### src/rtl/core/vdes_pkg.sv
// Shared types, codes and helper functions of the display event sequencer.
package vdes_pkg;

  localparam int QUEUE_DEPTH_DEF = 64;
  localparam int SLOT_COUNT      = 8;

  localparam logic [1:0] MODE_ENQ   = 2'd0;
  localparam logic [1:0] MODE_TICK  = 2'd1;
  localparam logic [1:0] MODE_FLUSH = 2'd2;
  localparam logic [1:0] MODE_HURRY = 2'd3;

  localparam logic [2:0] KIND_STOP = 3'd0;
  localparam logic [2:0] KIND_WAIT = 3'd1;
  localparam logic [2:0] KIND_PAL  = 3'd2;
  localparam logic [2:0] KIND_PAN  = 3'd3;
  localparam logic [2:0] KIND_DONE = 3'd4;

  localparam int MASK_PAL_BIT = 0;
  localparam int MASK_PAN_BIT = 1;

  localparam logic [7:0] FADE_LIMIT = 8'd64;
  localparam logic [8:0] COUNT_MAX  = 9'd256;

  typedef struct packed {
    logic [2:0]  kind;
    logic [15:0] word;
    logic [15:0] pan_end;
    logic [15:0] pan_adjust;
    logic [2:0]  slot;
    logic [7:0]  first;
    logic [8:0]  count;
    logic [7:0]  target;
    logic        fade_on;
    logic [7:0]  fade_value;
    logic [7:0]  fade_step;
  } entry_t;

  typedef struct packed {
    logic        status;
    logic        start_valid;
    logic [15:0] start_address;
    logic        pal_valid;
    logic [2:0]  slot;
    logic [7:0]  first;
    logic [8:0]  count;
    logic [7:0]  target;
    logic        cap_on;
    logic [7:0]  cap_level;
    logic        chain_pulse;
  } res_t;

  typedef struct packed {
    logic load_pal;
    logic load_pan;
    logic run;
  } job_ctl_t;

  function automatic logic [2:0] slot_wrap(logic [2:0] v);
    logic [4:0] r;
    r = {2'b00, v};
    for (int k = 0; k < 8; k++) begin
      if (r >= 5'(SLOT_COUNT)) begin
        r = r - 5'(SLOT_COUNT);
      end
    end
    return r[2:0];
  endfunction

  function automatic logic [8:0] sat_count(logic [8:0] c);
    return (c > COUNT_MAX) ? COUNT_MAX : c;
  endfunction

endpackage

### src/rtl/core/vdes_job_unit.sv
// Palette and pan jobs plus the chain phase accumulator, stepped once per tick.
module vdes_job_unit
  import vdes_pkg::*;
(
  input  logic        clk_i,
  input  logic        rst_ni,
  input  job_ctl_t    ctl_i,
  input  entry_t      entry_i,
  input  logic [15:0] chain_step_i,
  output logic        pal_busy_o,
  output logic        pan_busy_o,
  output res_t        res_o
);

  logic        pal_busy_q, pal_busy_d;
  logic        pan_busy_q, pan_busy_d;
  entry_t      pal_job_q, pal_job_d;
  entry_t      pan_job_q, pan_job_d;
  logic [15:0] phase_q, phase_d;
  logic [16:0] phase_sum;
  logic [7:0]  fade_next;
  logic [15:0] pan_next;

  assign fade_next = pal_job_q.fade_value + pal_job_q.fade_step;
  assign pan_next  = pan_job_q.word + pan_job_q.pan_adjust;
  assign phase_sum = {1'b0, phase_q} + {1'b0, chain_step_i};

  always_comb begin
    pal_busy_d = pal_busy_q;
    pan_busy_d = pan_busy_q;
    pal_job_d  = pal_job_q;
    pan_job_d  = pan_job_q;
    phase_d    = phase_q;
    res_o      = '0;
    if (ctl_i.load_pal) begin
      pal_job_d  = entry_i;
      pal_busy_d = 1'b1;
    end
    if (ctl_i.load_pan) begin
      pan_job_d  = entry_i;
      pan_busy_d = 1'b1;
    end
    if (ctl_i.run) begin
      if (pal_busy_q) begin
        res_o.pal_valid = 1'b1;
        res_o.slot      = pal_job_q.slot;
        res_o.first     = pal_job_q.first;
        res_o.count     = pal_job_q.count;
        res_o.target    = pal_job_q.target;
        if (pal_job_q.fade_on) begin
          res_o.cap_on         = 1'b1;
          res_o.cap_level      = pal_job_q.fade_value;
          pal_job_d.fade_value = fade_next;
          if (fade_next > FADE_LIMIT) begin
            pal_busy_d = 1'b0;
          end
        end else begin
          pal_busy_d = 1'b0;
        end
      end
      if (pan_busy_q) begin
        res_o.start_valid   = 1'b1;
        res_o.start_address = pan_job_q.word;
        if (pan_job_q.word != pan_job_q.pan_end) begin
          pan_job_d.word = pan_next;
        end else begin
          pan_busy_d = 1'b0;
        end
      end
      phase_d           = phase_sum[15:0];
      res_o.chain_pulse = phase_sum[16];
    end
  end

  always_ff @(posedge clk_i or negedge rst_ni) begin
    if (!rst_ni) begin
      pal_busy_q <= 1'b0;
      pan_busy_q <= 1'b0;
      phase_q    <= '0;
    end else begin
      pal_busy_q <= pal_busy_d;
      pan_busy_q <= pan_busy_d;
      phase_q    <= phase_d;
    end
  end

  always_ff @(posedge clk_i) begin
    pal_job_q <= pal_job_d;
    pan_job_q <= pan_job_d;
  end

  assign pal_busy_o = pal_busy_q;
  assign pan_busy_o = pan_busy_q;

endmodule

### config.mk
export PLATFORM = sky130hd
export DESIGN_NAME = vdes_job_unit
export DESIGN_NICKNAME = d
export VERILOG_FILES = /design/src/rtl/core/vdes_pkg.sv /design/src/rtl/core/vdes_job_unit.sv
export SDC_FILE = /design/constraint.sdc
export NUM_CORES = 1
export LEC_CHECK = 0
export BUFFER_PORTS_ARGS = -buffer_cell sky130_fd_sc_hd__buf_2
export CORE_ASPECT_RATIO = 2
export CORE_MARGIN = 5
export CORE_UTILIZATION = 56
export DETAILED_ROUTE_END_ITERATION = 8
export PLACE_DENSITY = 0.91
export SETUP_SLACK_MARGIN = 0.2
export SKIP_CTS_REPAIR_TIMING = 1
export SLEW_MARGIN = 15
export SYNTH_ARGS = -nofsm -noshare
export SYNTH_HDL_FRONTEND = slang
export SYNTH_SLANG_ARGS = --single-unit
### constraint.sdc
create_clock -name clk_i -period 4.3 [get_ports clk_i]
set_clock_uncertainty 0.05 [all_clocks]
set_input_delay 0.86 -clock clk_i [delete_from_list [all_inputs] [get_ports clk_i]]
set_output_delay 0.86 -clock clk_i [all_outputs]
set_load 0.05 [all_outputs]
==> results, run 1 <==
- The run finished with clean final reports.
- The routed design has 15.5 mm of wire.
- The type of the worst setup path is in -> out.
- The final hold violation count was 0.
- The total power density per cell area is 658 nW/um^2.
- The total track usage is 24.2%.
- Setup repair after global routing left no endpoint under its margin.
- The post-synth design cell area is 5920 um^2.
- In this run the static leakage power is 3.39 nW.
- At the end of the flow, the number of nets in the layout was 846.
- The tree is rooted in a sky130_fd_sc_hd__clkbuf_16.
- The worst setup path is captured at an output port.
- Clock-pin slew was measured on the worst setup and hold paths at 0.08 ns.
- The average footprint of a synthesized cell is 11.3 um^2.
- The highest fanout seen on the critical path is 3.
- In this run the vertical extent of the chip is 155 um.
- The worst path uses 89.6% of the clock period.
- The core region is 10400 um^2.
- The sequential cells in the finished layout cover a total of 3000 um^2.
- The I/O pin count is 176.
- The first global-routing pass estimated 23.8 mm of wire.
- The highest clock rate is 260 MHz.
- Hold timing on the final database bottoms out at a slack of 0.400 ns.
- The number of antenna violations at the first check in global routing is 0.
- The floorplan die width is 82.7 um.
- The weighted congestion reported at the end of routability-driven placement is 0.947.
- Walking the worst path, the cells encountered are buf_2 > ha_1 > inv_1 > fa_1 > nor2b_1 > o21ai_0 > nand2b_1 > a21oi_1 > o31ai_1 > a211oi_1 > nor2_1 > buf_2.
- The count of buffers inserted at the top-level ports is 171.
- For this run the aggregate overflow at the end of global routing stands at 0.
- The number of distinct standard cells referenced by the synthesized netlist is 52.
- The count of TritonRoute iterations in the first routing pass is 4.
- The startpoint class of the critical path is an input pin.
- The detail route stage leaves a number of antenna-violating nets equal to 0.
- Entering global routing, the biggest net connects 67 pins.
- The die covers 12900 um^2.
- The number of DRC markers after the initial detailed-route iteration is 407.
- After detailed routing, the average wire length per cell comes to 18.7 um.
- Counting cells, the worst reg-to-reg path comes to 8.
- Of the cells placed in the final design, the portion with a size suffix greater than 1 is 29.7%.
- The shortest clock period the worst path allows after layout is 3.85 ns.
- The worst pin sits at a relative slew slack of 29.1%.
- The DRC violation count after routing is 0.
- The overall via count from detail_route is 4823.
- The cell repeated most along the worst path is sky130_fd_sc_hd__buf_2.
- The number of synthesized register bits is 111.
- The arrival time of data at the critical path endpoint is 2.94 ns.
- For this run, the number of Yosys warnings is 0.
- The path class of the lowest-slack min-delay path is in -> async.
- The overall power is 4.75 mW.
- The filler cells instantiated in the layout total 754.
- Counting buffers and inverters, the worst setup path is 12 cells deep.
- Counting both buffers and inverters, the worst setup path holds a total of 3.
- The cell count after synthesis came out at 522.
- The longest clock path from root to sink contains 2 buffers.
- In this design, the largest share of critical-path delay is due to compound AO/OA/AOI/OAI gates.
- Counting every net in the synthesized netlist gives 680.
- The final number of max-transition violations is 0.
- Using the TritonRoute via totals, the vias-per-cell ratio works out to 5.81.
- In this run the number of H-tree levels came out at 3.
- The multi-input combinational cells in the finished layout cover a total of 2800 um^2.
- The count of flip-flops with a built-in enable after synthesis is 69.
- The HPWL after detailed placement is 11.9 mm.
- The max-cap violation count is 0.
- Setup violations remaining at the end of the flow were counted as 0.
- In this run, CTS created clock tree buffers numbering 9.
- Once the floorplan was initialized, standard cells occupied 56.9% of the core.
- The prevailing post-synth register cell is sky130_fd_sc_hd__edfxtp_1.
- At the later pin of the worst-skew pair, clock insertion delay measures 0.34 ns.
- The master of the slowest instance on the critical path is sky130_fd_sc_hd__fa_1.
- At the worst endpoint, the required time is 3.39 ns.
- The summed negative setup slack over all endpoints is 0 ns.
- The clock sink total is 111.
- The sequential-to-total area share from yosys stat is 50.7%.
- The number of placement rows is 53.
- Counting flops with an async set or reset pin after synthesis yields a share of 16.2%.
- The slew at the pin with the worst max-slew slack is 1.06 ns.
- The highest ir drop seen on vdd is 0.507 mV.
- The post-synthesis to final-layout area growth is 22.0%.
- On the worst path, the slowest cell contributes a delay of 0.40 ns.
- The via count of the first global-routing pass is 5134.
- The repair_antennas step left the layout with diodes totalling 0.
- TritonCTS built the clock tree.
[power breakdown]
group	switching [mW]	total, mW	internal, mW
clock network	0.400	0.871	0.471
registers	0.217	1.59	1.38
logic	1.35	2.28	0.934
[worst register-to-register path, stage by stage, from the launching register on]
cell and delay [ns]:
sky130_fd_sc_hd__dfrtp_1 0.40, sky130_fd_sc_hd__ha_1 0.32, sky130_fd_sc_hd__a211oi_2 0.26, sky130_fd_sc_hd__nor2_1 0.10, sky130_fd_sc_hd__or3_4 0.41, sky130_fd_sc_hd__a221oi_4 0.34
sky130_fd_sc_hd__o21ai_0 0.17, sky130_fd_sc_hd__xnor2_1 0.16, sky130_fd_sc_hd__mux2_2 0.26
[sequential cells by signal (all words and copies together) (netlist names)]
signal / count
pal_busy_o: 1
pan_busy_o: 1
phase_q: 16
pal_job_q: 45
pan_job_q: 48
[path summary, 6_finish.rpt]
check	slack, ns	end	startpoint
max in group asynchronous	3.48	phase_q[3]	rst_ni
setup reg to reg	1.71	phase_q[11]	phase_q[1]
hold reg to reg	0.46	phase_q[12]	phase_q[12]
hold / removal	0.40	pal_busy_o	rst_ni
setup / recovery	0.45	res_o[0]	chain_step_i[0]
min in group clk_i	0.46	phase_q[12]	phase_q[12]
[cells by family (layout without fill, tap and decap cells)]
logic type      after synthesis  in the layout  share of synthesized area (%)
xor+xnor                     48             48                           7.10
mux                          35             35                           6.15
other cells                   1              1                         0.0634
fa+ha+maj                    41             41                           9.05
simple gates                147            147                           13.2
flops                       111            111                           50.7
compound gates              108            108                           11.7
buf+inv                      31            202                           2.05
[final cells by class]
type / instances / area share (%)
clock inverter: 7 / 1.35
sequential: 111 / 41.6
inverter: 11 / 0.572
multi-input combinational: 380 / 38.7
clock buffer: 9 / 3.12
tap: 137 / 2.37
timing repair buffer: 175 / 12.3
[Yosys cell counts (all sizes together), types with 2 or more instances]
library cell	number	area share, %
ha	38	8.0
mux2i	24	4.1
nor4	4	0.42
nor2	30	1.9
and3	46	4.9
mux2	11	2.1
o21a	6	0.76
nand3b	2	0.25
inv	11	0.70
xor2	28	4.1
o22ai	2	0.21
o211ai	6	0.76
nor3	8	0.68
fa	3	1.0
clkbuf	15	0.95
and2	10	1.1
a211oi	11	1.5
nand2b	3	0.32
dfxtp	24	8.1
o21ai	26	2.2
edfxtp	69	35
o21bai	3	0.38
buf	5	0.40
a21oi	31	2.6
nor2b	8	0.85
nand3	3	0.25
a21o	9	1.2
xnor2	20	3.0
a31oi	5	0.53
dfrtp	18	7.6
nand4	2	0.21
nand2	26	1.6
[metrics by stage]
stage | util [%] | worst slack (ns) | std cells | cell area (um^2)
4_1_cts | 69.3 | 0.438 | 830 | 7220
3_5_place_dp | 66.2 | 0.444 | 814 | 6900
2_1_floorplan | - | 0.369 | 522 | 5920
3_3_place_gp | 66.2 | 0.474 | 814 | 6900
6_report | 69.3 | 0.448 | 830 | 7220
5_1_grt | 69.3 | 0.249 | 830 | 7220
[placed cells by master, fill, tap and decap left out, types with 11 or more instances in the layout]
master                     Yosys  final
sky130_fd_sc_hd__a21oi_1      31     31
sky130_fd_sc_hd__and3_1       46     46
sky130_fd_sc_hd__buf_2         1    171
sky130_fd_sc_hd__dfrtp_1      18     18
sky130_fd_sc_hd__dfxtp_1      24     24
sky130_fd_sc_hd__edfxtp_1     69     69
sky130_fd_sc_hd__ha_1         38     38
sky130_fd_sc_hd__inv_1        11     11
sky130_fd_sc_hd__mux2_2       11     11
sky130_fd_sc_hd__mux2i_1      24     24
sky130_fd_sc_hd__nand2_1      26     26
sky130_fd_sc_hd__nor2_1       30     30
sky130_fd_sc_hd__o21ai_0      25     25
sky130_fd_sc_hd__xnor2_1      20     20
sky130_fd_sc_hd__xor2_1       28     28
[metal layers]
metal | up-vias | global-route usage, % | share of wire, % | wire, um
met3 | 63 | 4.52 | 4.7 | 728
met1 | 2317 | 24.8 | 35 | 5380
li1 | 2250 | - | - | -
met2 | 193 | 43.3 | 55 | 8520
met4 | 0 | 14.9 | 5.5 | 850
met5 | - | 0 | 0 | 0
Note: power is estimated with default switching activity, not from simulation.
==> run 2, diff against run 1 <==
--- a/config.mk
+++ b/config.mk
@@ -8,9 +8,11 @@
 export BUFFER_PORTS_ARGS = -buffer_cell sky130_fd_sc_hd__buf_2
 export CORE_ASPECT_RATIO = 2
 export CORE_MARGIN = 5
-export CORE_UTILIZATION = 56
+export CORE_UTILIZATION = 58
+export CTS_BUF_LIST = sky130_fd_sc_hd__clkbuf_8
 export DETAILED_ROUTE_END_ITERATION = 8
-export PLACE_DENSITY = 0.91
+export HOLD_SLACK_MARGIN = 0.03
+export PLACE_DENSITY = 0.93
 export SETUP_SLACK_MARGIN = 0.2
 export SKIP_CTS_REPAIR_TIMING = 1
 export SLEW_MARGIN = 15
==> constraint.sdc (replaced) <==
create_clock -name clk_i -period 5 [get_ports clk_i]
set_clock_uncertainty 0.05 [all_clocks]
set_input_delay 1 -clock clk_i [delete_from_list [all_inputs] [get_ports clk_i]]
set_output_delay 1 -clock clk_i [all_outputs]
set_load 0.05 [all_outputs]
==> run 2 against run 1 <==
  * Sequential cell count stayed put
  * First-iteration DRC count is 49% lower
  * Final area is 1.8% lower
  * Worst hold slack better by 0.055 ns
  * Clock power is 38% lower
  * Final cell count is 0.36% lower
  * Via count is 1.6% lower
  * Core utilization is 0.93 points higher
  * Largest cell class unchanged
==> results, run 2 (same netlist as run 1, synthesis figures left out) <==
- The final hold violation count is 0.
- Dividing total power by cell area gives a power density of 541 nW/um^2.
- The worst slew margin relative to its limit is 30.3%.
- Setup violations remaining at the end of the flow were counted as 0.
- Across all hold checks on the routed design, the worst slack comes to 0.455 ns.
- The clock latency on the worst-skew pair is 0.39 ns.
- The I/O pin count is 176.
- The weighted congestion reported at the end of routability-driven placement is 0.876.
- The register with the most flip-flops in the layout has 48 of them.
- The instance area after placement is 6880 um^2.
- The number of DRC markers after the initial detailed-route iteration is 206.
- Summed over all cells, the static leakage comes to 3.33 nW.
- The wire length of the first global-routing pass is 23.6 mm.
- The final-layout fill cell count is 706.
- Adding up every negative setup slack in the final design gives 0 ns.
- Global routing consumed, on the met2 layer, 43.2% of the routing resources.
- Once the floorplan was initialized, standard cells occupied 58.7% of the core.
- The total non-filler cell area in the finished layout is 7090 um^2.
- Leaving out fill and tap cells, the most frequent cell in the layout is sky130_fd_sc_hd__buf_2.
- The core occupancy in the finished layout is 70.3%.
- The wire length per cell is 17.7 um.
- After detailed routing, the total wire length is 14.6 mm.
- The number of nets in the final layout is 844.
- The shortest clock period the worst path allows after layout is 4.32 ns.
- Entering global routing, the biggest net connects 67 pins.
- The clock tree root buffer cell is sky130_fd_sc_hd__clkbuf_8.
- The first detailed-routing pass ran for 4 iterations.
- The number of antenna violations at the first check in global routing was 1.
- Summed over all layers, the global routing overflow is 0.
- The floorplan has 52 rows.
- The max-cap violation count is 0.
- The non-filler instance count after layout is 827.
- The footprint of the flip-flops and latches is 3000 um^2.
- The via count of the first global-routing pass is 5042.
- OpenSTA, run right after detailed placement, puts the worst setup slack at 0.702 ns.
- The highest ir drop seen on vdd is 0.330 mV.
- In the routed design, unresolved DRC markers number 0.
- The ratio of cells with drive above 1 in the final layout is 29.5%.
- The clock-pin slew on the worst setup and hold paths is 0.10 ns.
- The layer flagged by global routing as most heavily used is met2.
- The highest clock rate is 231 MHz.
- STA classifies the critical path startpoint as an input pin.
- The floorplan die width is 81.4 um.
- The type of the worst setup path is in -> out.
- The vias per cell is 5.74.
- For this run, global-route usage on met1 was measured as 27.0%.
- During placement, the flow inserted port buffers numbering 171.
- Once detailed placement completed, the half-perimeter wirelength came to 11.3 mm.
- The floorplan step defined a die boundary enclosing 12400 um^2.
- TritonCTS built the clock tree.
- The placeable core region is 10100 um^2.
- The worst hold path belongs to the class reg -> reg.
- The largest registers in the layout are pan_job_q x48, pal_job_q x45, phase_q x16.
- The clock sink total is 111.
- The run finished with clean final reports.
- The worst setup path is captured at an output port.
- The overall via count from detail_route is 4746.
- The final number of max-transition violations is 0.
- The completed layout was analyzed and its total power is 3.84 mW.
- The post-synthesis to final-layout area growth is 19.7%.
- Setup slack closes at 0.678 ns.
- The placed instance count is 810.
- The total number of H-tree levels is 3.
- The critical path data required time is 3.95 ns.
- The maximum root-to-sink buffer count is 2.
- Counting flops per register, the top entry is pan_job_q.
- Data arrives at the worst endpoint at 3.27 ns.
- The number of clock buffers added by TritonCTS is 9.
- The die is 153 um tall.
- Summing all multi-input logic gate instances after layout gives 2800 um^2.
- The global routing usage on met3 is 4.71%.
- Leaving out fill and tap cells, the most frequent cells in the layout are 171 x sky130_fd_sc_hd__buf_2, 69 x sky130_fd_sc_hd__edfxtp_1, 46 x sky130_fd_sc_hd__and3_1.
- The number of nets still failing antenna checks after routing is 0.
- Setup repair after global routing left no endpoint under its margin.
- Global routing used 24.3% of the available tracks.
- At the pin with the least slew margin, the transition time is 1.05 ns.
- Along the worst path, the maximum fanout reaches 4.
- Dividing the final minimum period by the clock period gives 86.4%.
run 2: worst max-delay path, stage by stage:
cell and delay, ns:
sky130_fd_sc_hd__buf_2 0.08, sky130_fd_sc_hd__ha_1 0.20, sky130_fd_sc_hd__inv_1 0.07, sky130_fd_sc_hd__fa_1 0.41, sky130_fd_sc_hd__nor2b_1 0.11, sky130_fd_sc_hd__o21ai_0 0.08, sky130_fd_sc_hd__nand2b_1 0.17, sky130_fd_sc_hd__a21oi_1 0.18
sky130_fd_sc_hd__o31ai_1 0.44, sky130_fd_sc_hd__a211oi_1 0.16, sky130_fd_sc_hd__nor2_1 0.12, sky130_fd_sc_hd__buf_2 0.27
run 2: power breakdown:
part           switching, mW  total, mW  internal, mW
registers              0.180       1.36          1.18
logic                   1.14       1.93         0.796
clock network          0.337      0.539         0.202
total                   1.65       3.84          2.18
run 2: cell type report:
cell class	count	area share, %
Sequential cell	111	42.4
Clock inverter	7	1.15
Clock buffer	9	1.75
Multi-Input combinational cell	380	39.4
Inverter	11	0.583
Timing Repair Buffer	173	12.3
Antenna cell	1	0.0353
Tap cell	135	2.38
run 2: layer usage:
layer	routed length (um)	part of all wire, %
met3	893	6.1
met5	0	0
met2	8000	55
met4	596	4.1
met1	5160	35
run 2: worst paths after layout:
path / slack, ns / depth (start not counted) / endpoint / startpoint
max: 0.68 / 12 / res_o[0] / chain_step_i[0]
min: 0.46 / 1 / pan_job_q[92] / pan_job_q[92]
max reg2reg: 2.41 / 7 / pan_job_q[92] / pan_job_q[72]
min reg2reg: 0.46 / 1 / pan_job_q[92] / pan_job_q[92]
max in group asynchronous: 4.08 / 1 / phase_q[10] / rst_ni
min in group asynchronous: 0.50 / 1 / phase_q[3] / rst_ni
